===== config.mk =====
export PLATFORM = sky130hd
export DESIGN_NAME = png_stored_deflate_encoder
export DESIGN_NICKNAME = d
export VERILOG_FILES = /design/src/sv/pngsd_pkg.sv /design/src/sv/pngsd_div.sv /design/src/sv/pngsd_ctrl.sv /design/src/sv/pngsd_dp.sv /design/src/sv/png_stored_deflate_encoder.sv
export SDC_FILE = /design/constraint.sdc
export NUM_CORES = 2
export LEC_CHECK = 0
export BUFFER_PORTS_ARGS = -buffer_cell sky130_fd_sc_hd__buf_2
export CAP_MARGIN = 20
export CORE_MARGIN = 1
export CORE_UTILIZATION = 59
export DETAILED_ROUTE_END_ITERATION = 10
export HOLD_SLACK_MARGIN = 0.05
export PLACE_DENSITY = 0.78
export SLEW_MARGIN = 10
export SYNTH_ARGS = -nofsm -noshare
export SYNTH_HDL_FRONTEND = slang
export SYNTH_HIERARCHICAL = 1
export SYNTH_SLANG_ARGS = --single-unit

===== constraint.sdc =====
create_clock -name aclk -period 9.3 [get_ports aclk]
set_input_delay 1.395 -clock aclk [delete_from_list [all_inputs] [get_ports aclk]]
set_output_delay 1.395 -clock aclk [all_outputs]
set_load 0.005 [all_outputs]

===== src/sv/pngsd_pkg.sv =====
// Shared types, constants and the CRC-32 byte update for the PNG stored-deflate encoder.
// No dependencies.
package pngsd_pkg;

    localparam int RAW_W          = 28;
    localparam int HDR_LAST_IDX   = 42;
    localparam int TRAIL_LAST_IDX = 19;
    localparam int BLK_LAST_IDX   = 4;
    localparam int RAW_LAST_IDX   = 3;
    localparam int MAX_RESULTS    = 43;

    localparam logic [16:0] ADLER_MOD = 17'd65521;
    localparam logic [31:0] CRC_POLY  = 32'hEDB88320;
    localparam logic [31:0] IEND_CRC  = 32'hAE426082;

    localparam logic [1:0] CFG_WIDTH  = 2'd0;
    localparam logic [1:0] CFG_HEIGHT = 2'd1;

    typedef enum logic [5:0] {
        ST_IDLE  = 6'b000001,
        ST_MATH  = 6'b000010,
        ST_HDR   = 6'b000100,
        ST_RAW   = 6'b001000,
        ST_BLK   = 6'b010000,
        ST_TRAIL = 6'b100000
    } state_t;

    typedef enum logic [1:0] {
        SEL_HDR   = 2'd0,
        SEL_BLK   = 2'd1,
        SEL_RAW   = 2'd2,
        SEL_TRAIL = 2'd3
    } sel_t;

    typedef struct packed {
        logic       start;
        logic       pixel;
        logic       emit;
        sel_t       sel;
        logic [5:0] idx;
        logic       last_byte;
        logic       load_block;
    } cmd_t;

    typedef struct packed {
        logic in_frame;
        logic col_zero;
        logic item_last;
        logic need_hdr;
        logic math_done;
        logic can_emit;
    } stat_t;

    function automatic logic [31:0] crc_byte(input logic [31:0] crc, input logic [7:0] b);
        logic [31:0] c;
        c = crc ^ {24'd0, b};
        for (int i = 0; i < 8; i++) begin
            c = c[0] ? ((c >> 1) ^ CRC_POLY) : (c >> 1);
        end
        return c;
    endfunction

    function automatic logic [7:0] be_byte(input logic [31:0] w, input logic [1:0] k);
        logic [7:0] r;
        case (k)
            2'd0:    r = w[31:24];
            2'd1:    r = w[23:16];
            2'd2:    r = w[15:8];
            default: r = w[7:0];
        endcase
        return r;
    endfunction

endpackage


===== src/sv/pngsd_div.sv =====
// Block-count divider by a constant: reciprocal multiplication over two register stages.
// Used for the stored block count. No package dependencies.
module pngsd_div #(
    parameter int DW      = 29,
    parameter int DIVISOR = 65535
) (
    input  logic          aclk,
    input  logic          aresetn,
    input  logic          start,
    input  logic [DW-1:0] dividend,
    output logic [DW-1:0] quotient,
    output logic          busy
);
    localparam int          LG         = $clog2(DIVISOR);
    localparam int          SH         = DW + LG;
    localparam int          PW         = 2 * DW + 1;
    localparam logic [63:0] RECIP_FULL = ((64'd1 << SH) + 64'(DIVISOR) - 64'd1) / 64'(DIVISOR);
    localparam logic [DW:0] RECIP      = RECIP_FULL[DW:0];

    logic [DW-1:0] y_reg;
    logic [PW-1:0] p_reg;
    logic          pend_reg;

    assign quotient = DW'(p_reg >> SH);
    assign busy     = pend_reg;

    always_ff @(posedge aclk) begin
        if (!aresetn) begin
            pend_reg <= 1'b0;
        end else begin
            pend_reg <= start;
        end
    end

    always_ff @(posedge aclk) begin
        if (start) begin
            y_reg <= dividend;
        end
        if (pend_reg) begin
            p_reg <= PW'(y_reg) * PW'(RECIP);
        end
    end
endmodule


===== src/sv/pngsd_ctrl.sv =====
// Sequencer for the encoder: walks the header, raw, block header and trailer byte runs.
// Depends on pngsd_pkg.
module pngsd_ctrl
    import pngsd_pkg::*;
(
    input  logic  aclk,
    input  logic  aresetn,
    input  logic  s_tvalid,
    input  logic  s_tuser,
    output logic  s_tready,
    input  stat_t stat,
    output cmd_t  cmd
);
    state_t     state_reg, state_next;
    logic [5:0] idx_reg, idx_next;
    logic [2:0] blk_reg, blk_next;

    always_comb begin
        state_next = state_reg;
        idx_next   = idx_reg;
        blk_next   = blk_reg;
        cmd        = '0;
        cmd.idx    = idx_reg;
        s_tready   = state_reg == ST_IDLE;
        case (state_reg)
            ST_IDLE: begin
                if (s_tvalid) begin
                    if (!s_tuser) begin
                        cmd.start  = 1'b1;
                        state_next = ST_MATH;
                    end else begin
                        cmd.pixel = 1'b1;
                        if (stat.in_frame) begin
                            state_next = ST_RAW;
                            idx_next   = stat.col_zero ? 6'd0 : 6'd1;
                        end
                    end
                end
            end
            ST_MATH: begin
                if (stat.math_done) begin
                    state_next = ST_HDR;
                    idx_next   = '0;
                end
            end
            ST_HDR: begin
                cmd.sel = SEL_HDR;
                if (stat.can_emit) begin
                    cmd.emit      = 1'b1;
                    cmd.last_byte = idx_reg == 6'(HDR_LAST_IDX);
                    if (idx_reg == 6'(HDR_LAST_IDX)) begin
                        state_next = ST_IDLE;
                    end else begin
                        idx_next = idx_reg + 1'b1;
                    end
                end
            end
            ST_RAW: begin
                cmd.sel = SEL_RAW;
                if (stat.need_hdr) begin
                    cmd.load_block = 1'b1;
                    blk_next       = '0;
                    state_next     = ST_BLK;
                end else if (stat.can_emit) begin
                    cmd.emit      = 1'b1;
                    cmd.last_byte = (idx_reg == 6'(RAW_LAST_IDX)) && !stat.item_last;
                    if (idx_reg == 6'(RAW_LAST_IDX)) begin
                        idx_next   = '0;
                        state_next = stat.item_last ? ST_TRAIL : ST_IDLE;
                    end else begin
                        idx_next = idx_reg + 1'b1;
                    end
                end
            end
            ST_BLK: begin
                cmd.sel = SEL_BLK;
                cmd.idx = {3'd0, blk_reg};
                if (stat.can_emit) begin
                    cmd.emit = 1'b1;
                    if (blk_reg == 3'(BLK_LAST_IDX)) begin
                        state_next = ST_RAW;
                    end else begin
                        blk_next = blk_reg + 1'b1;
                    end
                end
            end
            ST_TRAIL: begin
                cmd.sel = SEL_TRAIL;
                if (stat.can_emit) begin
                    cmd.emit      = 1'b1;
                    cmd.last_byte = idx_reg == 6'(TRAIL_LAST_IDX);
                    if (idx_reg == 6'(TRAIL_LAST_IDX)) begin
                        state_next = ST_IDLE;
                    end else begin
                        idx_next = idx_reg + 1'b1;
                    end
                end
            end
            default: begin
                state_next = ST_IDLE;
            end
        endcase
    end

    always_ff @(posedge aclk) begin
        if (!aresetn) begin
            state_reg <= ST_IDLE;
            idx_reg   <= '0;
            blk_reg   <= '0;
        end else begin
            state_reg <= state_next;
            idx_reg   <= idx_next;
            blk_reg   <= blk_next;
        end
    end
endmodule


===== src/sv/pngsd_dp.sv =====
// Datapath: config registers, frame counters, byte selection, CRC-32, Adler-32,
// IDAT length math and the output register. Depends on pngsd_pkg and pngsd_div.
module pngsd_dp
    import pngsd_pkg::*;
#(
    parameter int MAX_DIM          = 8192,
    parameter int STORED_BLOCK_MAX = 65535
) (
    input  logic        aclk,
    input  logic        aresetn,
    input  logic        cfg_valid,
    output logic        cfg_ready,
    input  logic [1:0]  cfg_addr,
    input  logic [13:0] cfg_data,
    input  logic [23:0] s_tdata,
    output logic        m_tvalid,
    input  logic        m_tready,
    output logic [7:0]  m_tdata,
    output logic        m_tlast,
    output logic        m_tuser,
    input  cmd_t        cmd,
    output stat_t       stat
);
    localparam int DW = RAW_W + 1;

    logic [13:0]      width_reg, height_reg, w_eff, h_eff;
    logic [15:0]      row_len;
    logic [29:0]      prod;
    logic [RAW_W-1:0] raw_reg, raw_left_reg;
    logic [DW-1:0]    quot;
    logic             div_busy, div_start_reg;
    logic [31:0]      idat_len;
    logic             in_frame_reg, last_reg;
    logic [12:0]      col_reg, row_reg;
    logic             col_end, row_end;
    logic [15:0]      block_left_reg, blk_len_reg, blk_len;
    logic             blk_fin_reg;
    logic [15:0]      adler_lo_reg, adler_hi_reg, lo_new, hi_new;
    logic [16:0]      lo_sum, hi_sum;
    logic [31:0]      crc_reg, ihdr_crc_reg;
    logic [23:0]      pix_reg;
    logic [5:0]       n_reg;
    logic             keep, run_end;
    logic [7:0]       b;
    logic             upd_crc, upd_ihdr, upd_raw;
    logic             m_tvalid_reg, m_tlast_reg, m_tuser_reg;
    logic [7:0]       m_tdata_reg;

    always_comb begin
        w_eff = width_reg;
        if (width_reg == '0) w_eff = 14'd1;
        else if (width_reg > 14'(MAX_DIM)) w_eff = 14'(MAX_DIM);
        h_eff = height_reg;
        if (height_reg == '0) h_eff = 14'd1;
        else if (height_reg > 14'(MAX_DIM)) h_eff = 14'(MAX_DIM);
    end

    assign row_len  = 16'd1 + 16'(w_eff) * 16'd3;
    assign prod     = 30'(h_eff) * 30'(row_len);
    assign idat_len = 32'd6 + (32'(quot) << 2) + 32'(quot) + 32'(raw_reg);

    pngsd_div #(.DW(DW), .DIVISOR(STORED_BLOCK_MAX)) u_div (
        .aclk     (aclk),
        .aresetn  (aresetn),
        .start    (div_start_reg),
        .dividend (DW'(raw_reg) + DW'(STORED_BLOCK_MAX - 1)),
        .quotient (quot),
        .busy     (div_busy)
    );

    assign col_end = ({1'b0, col_reg} + 14'd1) >= w_eff;
    assign row_end = ({1'b0, row_reg} + 14'd1) >= h_eff;
    assign blk_len = (raw_left_reg > RAW_W'(STORED_BLOCK_MAX)) ? 16'(STORED_BLOCK_MAX)
                                                               : raw_left_reg[15:0];

    assign cfg_ready      = 1'b1;
    assign stat.in_frame  = in_frame_reg;
    assign stat.col_zero  = col_reg == '0;
    assign stat.item_last = last_reg;
    assign stat.need_hdr  = (block_left_reg == '0) && (raw_left_reg != '0);
    assign stat.math_done = !div_start_reg && !div_busy;
    assign stat.can_emit  = !m_tvalid_reg || m_tready;

    // byte source and which checksums it feeds
    always_comb begin
        b        = 8'h00;
        upd_crc  = 1'b0;
        upd_ihdr = 1'b0;
        upd_raw  = 1'b0;
        case (cmd.sel)
            SEL_HDR: begin
                upd_crc  = cmd.idx >= 6'd37;
                upd_ihdr = (cmd.idx >= 6'd12) && (cmd.idx <= 6'd28);
                case (cmd.idx)
                    6'd0:  b = 8'h89;
                    6'd1:  b = 8'h50;
                    6'd2:  b = 8'h4E;
                    6'd3:  b = 8'h47;
                    6'd4:  b = 8'h0D;
                    6'd5:  b = 8'h0A;
                    6'd6:  b = 8'h1A;
                    6'd7:  b = 8'h0A;
                    6'd11: b = 8'h0D;
                    6'd12: b = 8'h49;
                    6'd13: b = 8'h48;
                    6'd14: b = 8'h44;
                    6'd15: b = 8'h52;
                    6'd18: b = {2'b00, w_eff[13:8]};
                    6'd19: b = w_eff[7:0];
                    6'd22: b = {2'b00, h_eff[13:8]};
                    6'd23: b = h_eff[7:0];
                    6'd24: b = 8'h08;
                    6'd25: b = 8'h02;
                    6'd29, 6'd30, 6'd31, 6'd32: b = be_byte(~ihdr_crc_reg, cmd.idx[1:0] - 2'd1);
                    6'd33, 6'd34, 6'd35, 6'd36: b = be_byte(idat_len, cmd.idx[1:0] - 2'd1);
                    6'd37: b = 8'h49;
                    6'd38: b = 8'h44;
                    6'd39: b = 8'h41;
                    6'd40: b = 8'h54;
                    6'd41: b = 8'h78;
                    6'd42: b = 8'h01;
                    default: b = 8'h00;
                endcase
            end
            SEL_BLK: begin
                upd_crc = 1'b1;
                case (cmd.idx[2:0])
                    3'd0:    b = {7'd0, blk_fin_reg};
                    3'd1:    b = blk_len_reg[7:0];
                    3'd2:    b = blk_len_reg[15:8];
                    3'd3:    b = ~blk_len_reg[7:0];
                    default: b = ~blk_len_reg[15:8];
                endcase
            end
            SEL_RAW: begin
                upd_crc = 1'b1;
                upd_raw = 1'b1;
                case (cmd.idx[1:0])
                    2'd0:    b = 8'h00;
                    2'd1:    b = pix_reg[23:16];
                    2'd2:    b = pix_reg[15:8];
                    default: b = pix_reg[7:0];
                endcase
            end
            default: begin
                upd_crc = cmd.idx < 6'd4;
                case (cmd.idx[4:2])
                    3'd0:    b = be_byte({adler_hi_reg, adler_lo_reg}, cmd.idx[1:0]);
                    3'd1:    b = be_byte(~crc_reg, cmd.idx[1:0]);
                    3'd3:    b = be_byte(32'h49454E44, cmd.idx[1:0]);
                    3'd4:    b = be_byte(IEND_CRC, cmd.idx[1:0]);
                    default: b = 8'h00;
                endcase
            end
        endcase
    end

    assign lo_sum  = 17'(adler_lo_reg) + 17'(b);
    assign lo_new  = (lo_sum >= ADLER_MOD) ? 16'(lo_sum - ADLER_MOD) : lo_sum[15:0];
    assign hi_sum  = 17'(adler_hi_reg) + 17'(lo_new);
    assign hi_new  = (hi_sum >= ADLER_MOD) ? 16'(hi_sum - ADLER_MOD) : hi_sum[15:0];
    assign keep    = n_reg < 6'(MAX_RESULTS);
    assign run_end = cmd.last_byte || (n_reg == 6'(MAX_RESULTS - 1));

    always_ff @(posedge aclk) begin
        if (!aresetn) begin
            width_reg      <= 14'd1;
            height_reg     <= 14'd1;
            in_frame_reg   <= 1'b0;
            col_reg        <= '0;
            row_reg        <= '0;
            block_left_reg <= '0;
            raw_left_reg   <= '0;
            adler_lo_reg   <= 16'd1;
            adler_hi_reg   <= '0;
            crc_reg        <= '1;
            last_reg       <= 1'b0;
            n_reg          <= '0;
            div_start_reg  <= 1'b0;
            m_tvalid_reg   <= 1'b0;
        end else begin
            div_start_reg <= cmd.start;
            if (cfg_valid) begin
                if (cfg_addr == CFG_WIDTH) width_reg <= cfg_data;
                if (cfg_addr == CFG_HEIGHT) height_reg <= cfg_data;
            end
            if (cmd.start) begin
                in_frame_reg   <= 1'b1;
                col_reg        <= '0;
                row_reg        <= '0;
                block_left_reg <= '0;
                raw_left_reg   <= prod[RAW_W-1:0];
                adler_lo_reg   <= 16'd1;
                adler_hi_reg   <= '0;
                crc_reg        <= '1;
                last_reg       <= 1'b0;
                n_reg          <= '0;
            end
            if (cmd.pixel && in_frame_reg) begin
                n_reg    <= '0;
                last_reg <= col_end && row_end;
                if (col_end) begin
                    col_reg <= '0;
                    if (row_end) begin
                        row_reg      <= '0;
                        in_frame_reg <= 1'b0;
                    end else begin
                        row_reg <= row_reg + 1'b1;
                    end
                end else begin
                    col_reg <= col_reg + 1'b1;
                end
            end
            if (cmd.load_block) begin
                block_left_reg <= blk_len;
            end
            if (cmd.emit) begin
                if (upd_crc) crc_reg <= crc_byte(crc_reg, b);
                if (upd_raw) begin
                    adler_lo_reg <= lo_new;
                    adler_hi_reg <= hi_new;
                    if (block_left_reg != '0) block_left_reg <= block_left_reg - 1'b1;
                    if (raw_left_reg != '0) raw_left_reg <= raw_left_reg - 1'b1;
                end
                if (keep) n_reg <= n_reg + 1'b1;
            end
            if (cmd.emit && keep) begin
                m_tvalid_reg <= 1'b1;
            end else if (m_tready) begin
                m_tvalid_reg <= 1'b0;
            end
        end
    end

    always_ff @(posedge aclk) begin
        if (cmd.start) begin
            raw_reg      <= prod[RAW_W-1:0];
            ihdr_crc_reg <= '1;
        end
        if (cmd.pixel) pix_reg <= s_tdata;
        if (cmd.load_block) begin
            blk_len_reg <= blk_len;
            blk_fin_reg <= raw_left_reg <= RAW_W'(STORED_BLOCK_MAX);
        end
        if (cmd.emit && upd_ihdr) ihdr_crc_reg <= crc_byte(ihdr_crc_reg, b);
        if (cmd.emit && keep) begin
            m_tdata_reg <= b;
            m_tlast_reg <= run_end;
            m_tuser_reg <= run_end && last_reg;
        end
    end

    assign m_tvalid = m_tvalid_reg;
    assign m_tdata  = m_tdata_reg;
    assign m_tlast  = m_tlast_reg;
    assign m_tuser  = m_tuser_reg;

    a_fend_last: assert property (@(posedge aclk) disable iff (!aresetn)
        m_tvalid_reg && m_tuser_reg |-> m_tlast_reg)
        else $error("file end without run end");
    a_adler_range: assert property (@(posedge aclk) disable iff (!aresetn)
        (adler_lo_reg < ADLER_MOD[15:0]) && (adler_hi_reg < ADLER_MOD[15:0]))
        else $error("adler sum out of range");
    a_len_ready: assert property (@(posedge aclk) disable iff (!aresetn)
        cmd.emit && (cmd.sel == SEL_HDR) |-> stat.math_done)
        else $error("header emitted before length ready");
    a_no_overrun: assert property (@(posedge aclk) disable iff (!aresetn)
        cmd.emit && keep |-> stat.can_emit)
        else $error("output register overwritten");
endmodule


===== src/sv/png_stored_deflate_encoder.sv =====
// PNG encoder, truecolor 8 bit, uncompressed (stored deflate blocks) in one IDAT chunk.
// A start word (s_tuser=0) emits 43 bytes: signature, IHDR, IDAT length and type, zlib
// header; it first computes the IDAT length (the registered raw size product, then a
// two-stage reciprocal block count). A pixel word (s_tuser=1) emits 3 raw bytes, 4 at a row
// start, plus 5 before each new stored block and 20 trailer bytes after the last pixel, at
// one byte per cycle while m_tready is high; the input is taken again in the cycle after the
// last byte of a word, and the load step before a block header emits no byte. Pixels outside a frame are
// dropped. Depends on pngsd_pkg, pngsd_ctrl, pngsd_dp and pngsd_div.
module png_stored_deflate_encoder
    import pngsd_pkg::*;
#(
    parameter int MAX_DIM          = 8192,
    parameter int STORED_BLOCK_MAX = 65535
) (
    input  logic        aclk,
    input  logic        aresetn,
    input  logic        cfg_valid,
    output logic        cfg_ready,
    input  logic [1:0]  cfg_addr,
    input  logic [13:0] cfg_data,
    input  logic        s_tvalid,
    output logic        s_tready,
    input  logic [23:0] s_tdata,   // pixel_rgb[23:0]
    input  logic        s_tuser,   // func
    output logic        m_tvalid,
    input  logic        m_tready,
    output logic [7:0]  m_tdata,   // out_byte[7:0]
    output logic        m_tlast,   // run_end
    output logic        m_tuser    // file_end
);
    cmd_t  cmd;
    stat_t stat;

    pngsd_ctrl u_ctrl (
        .aclk     (aclk),
        .aresetn  (aresetn),
        .s_tvalid (s_tvalid),
        .s_tuser  (s_tuser),
        .s_tready (s_tready),
        .stat     (stat),
        .cmd      (cmd)
    );

    pngsd_dp #(.MAX_DIM(MAX_DIM), .STORED_BLOCK_MAX(STORED_BLOCK_MAX)) u_dp (
        .aclk      (aclk),
        .aresetn   (aresetn),
        .cfg_valid (cfg_valid),
        .cfg_ready (cfg_ready),
        .cfg_addr  (cfg_addr),
        .cfg_data  (cfg_data),
        .s_tdata   (s_tdata),
        .m_tvalid  (m_tvalid),
        .m_tready  (m_tready),
        .m_tdata   (m_tdata),
        .m_tlast   (m_tlast),
        .m_tuser   (m_tuser),
        .cmd       (cmd),
        .stat      (stat)
    );
endmodule

==> reports/qor.csv <==
metric;value;unit
Fin Clk Skew;0.02425;ns
Syn. warnings;6;
Critical Path Source Type;flop;
clk buf depth;3;
cell area after synthesis;34390;sq um
Num CTS Buffers;39;
Reg-to-Reg Start;u_dp/width_reg[5];
worst skew pair latency;0.57;ns
critical path capture point type;flop;
VDD IR-drop max;0.1796;mV
CTS H-tree lvls;2;
Fin Hold WS;0.4676;ns
final setup fails;0;
wl on met1;41290;um
WP depth;34;
max incr delay on CP;0.55;ns
Worst Setup EP;u_dp/raw_left_reg[17];
gr usage total;0.3256;
area delta synth->final;12.69;%
TritonCTS clock tree;done;
crit path time final;9.110;ns
RSZ-0062 raised after global routing;true;
row count;88;
Port Buffers;57;
FF-to-FF path depth;34;
crit path max fanout;6;
synth cell count leaders;nand2_1 (445), inv_1 (375), ha_1 (362), nor2_1 (285);
Post-synth EDFFs;154;
Slew Limit Fails;0;
fillcell total;4602;
Die Area;59260;sq um
worst slew pin tran;0.9522;ns
Avg Inst Size Synth;8.818;sq um
area post-placement;36350;sq um
critical path launch point;u_dp/width_reg[5];
reg2reg end;u_dp/raw_left_reg[17];
post-synthesis sequential area ratio;0.2439;
total negative setup slack;0;ns
CTS root buf;clkbuf_16;
gpl congestion;0.9882;
most frequent cell after synthesis;nand2_1;
DR vias;30080;
Worst Path Arrival;9.53;ns
Starting Density;0.5961;
Rel. slew slack;0.3634;
Hold Fails Final Rpt;0;
Worst-path clk slew;0.06;ns
Synth async-reset ratio;0;
pre-CTS setup slack;-0.1460;ns
final instance area;38760;sq um
Synth Register Bits;342;
CP required;9.72;ns
area occupied by multi-input gates;24540;sq um
Cells after Synth;3900;
Buf/Inv on CP;8;
TritonRoute pass-1 iters;6;
final setup margin;0.1902;ns
antenna-violating nets left;0;
DRC Markers;0;
gr ovfl total;0;
HP Class;reg -> reg;
Nets;4669;
cts hold-fix bufs;0;
critical path type;reg -> reg;
Core Footprint;57700;sq um
commonest register cell after synthesis;dfxtp_1;
status;finished clean;
num ports;59;
pwr dens;187.3;nW/um^2
first-pass GRT wire length;153400;um
static leakage;16.93;nW
Final period util;0.9795;
Highest Signal Layer;met5;
Yosys cell types;120;
wire length on met3;8738;um
initial drt markers;2635;
Achievable Freq;0.1098;GHz
Synth area leader;edfxtp_1;
clock sinks;342;
Slowest-stage cell, CP;or4_4;
max-cap violations;0;
flop-to-flop setup slack;0.19;ns
largest net degree at the start of global routing;72;
Synth top area share;0.1345;
Top delay family on crit path;adder cells;
vias in the first global route;28270;
routed len/inst;20.56;um
DP HPWL;76580;um
Die H;243.4;um
FF+latch area;8392;sq um
Via-to-Cell Ratio;6.189;
initial antenna violation count;1;
ratio of cells with drive above 1 in the final layout;0.1463;
routed wl met2;46170;um
final core occ;0.6717;
antenna diode count;0;
drt total wl;99900;um
Synth area leaders;edfxtp_1 (13%), ha_1 (13%), fa_1 (11%), dfxtp_1 (11%), xnor2_1 (5.0%);
chip width;243.4;um
==> stage by stage <==
| step | std cells | total power (W) |
|---|---|---|
| final | 4860 | 0.007258 |
| after global routing | 4860 | 0.007609 |
| after CTS | 4818 | 0.006974 |
| after detailed placement | 4746 | 0.005355 |
| after global placement | 4746 | 0.005305 |
| after floorplan | 3914 | 0.004364 |
==> layer usage <==
metal,GRT usage,vias to the layer above
met5,0,-
met4,0.1104,2
met3,0.05552,225
met2,0.5269,1366
met1,0.4402,14490
li1,-,14000
==> worst min-delay path by stage <==
stage / end / depth (start not counted) / slack (ns) / start
after global placement: u_dp/height_reg[5] / 2 / 0.45 / u_dp/height_reg[5]
after CTS: u_dp/height_reg[8] / 2 / 0.47 / u_dp/height_reg[8]
after floorplan: u_dp/u_div/y_reg[0] / 0 / 0.43 / u_dp/raw_reg[0]
final: u_dp/width_reg[6] / 2 / 0.47 / u_dp/width_reg[6]
after global routing: u_dp/width_reg[5] / 2 / 0.48 / u_dp/width_reg[5]
after detailed placement: u_dp/height_reg[8] / 2 / 0.46 / u_dp/height_reg[8]
==> cell families after synthesis <==
group | after synthesis | share of synthesized area
simple gates | 1279 | 0.1800
mux | 35 | 0.01182
buf+inv | 570 | 0.06658
xor+xnor | 306 | 0.08739
flops | 342 | 0.2439
compound gates | 808 | 0.1643
other cells | 2 | 0.0002184
fa+ha+maj | 558 | 0.2458
==> cell type report <==
cell class / count / area share
Multi-Input combinational cell: 3002 / 0.6332
Sequential cell: 342 / 0.2165
Timing Repair Buffer: 299 / 0.05514
Inverter: 381 / 0.03690
Clock buffer: 44 / 0.02592
Tap cell: 765 / 0.02470
Clock inverter: 27 / 0.007587
==> power by group <==
group	switching [W]	internal [W]	leakage, nW
clock network	0.000659	0.000923	0.631
registers	0.0000793	0.00170	2.86
logic	0.00228	0.00161	13.4
==> placed cells by master (no fill, tap or decap), drive strengths merged, types with 154 or more instances in the layout <==
master  Yosys  routed
inv       378     379
dfxtp     188     188
xnor2     205     205
buf        65     299
fa        196     196
o21ai     180     180
nor2      286     286
edfxtp    154     154
nand2     445     445
ha        362     362
==> worst register-to-register path, delay by kind of cell, from the launching register on <==
family                   cells  cell delay (ns)
buffers and inverters        8             0.82
adder cells (fa/ha/maj)      8             3.46
XOR/XNOR                     2             0.68
AO/OA/AOI/OAI                9             2.10
AND/OR/NAND/NOR              7             1.57
flip-flops                   1             0.33
==> what timing repair did <==
action	in CTS	in global routing
setup endpoints to repair	19	28
buffers inserted	1	41
resized for setup	14	159
pin swaps	2	65
(Power assumes the default switching activity.)
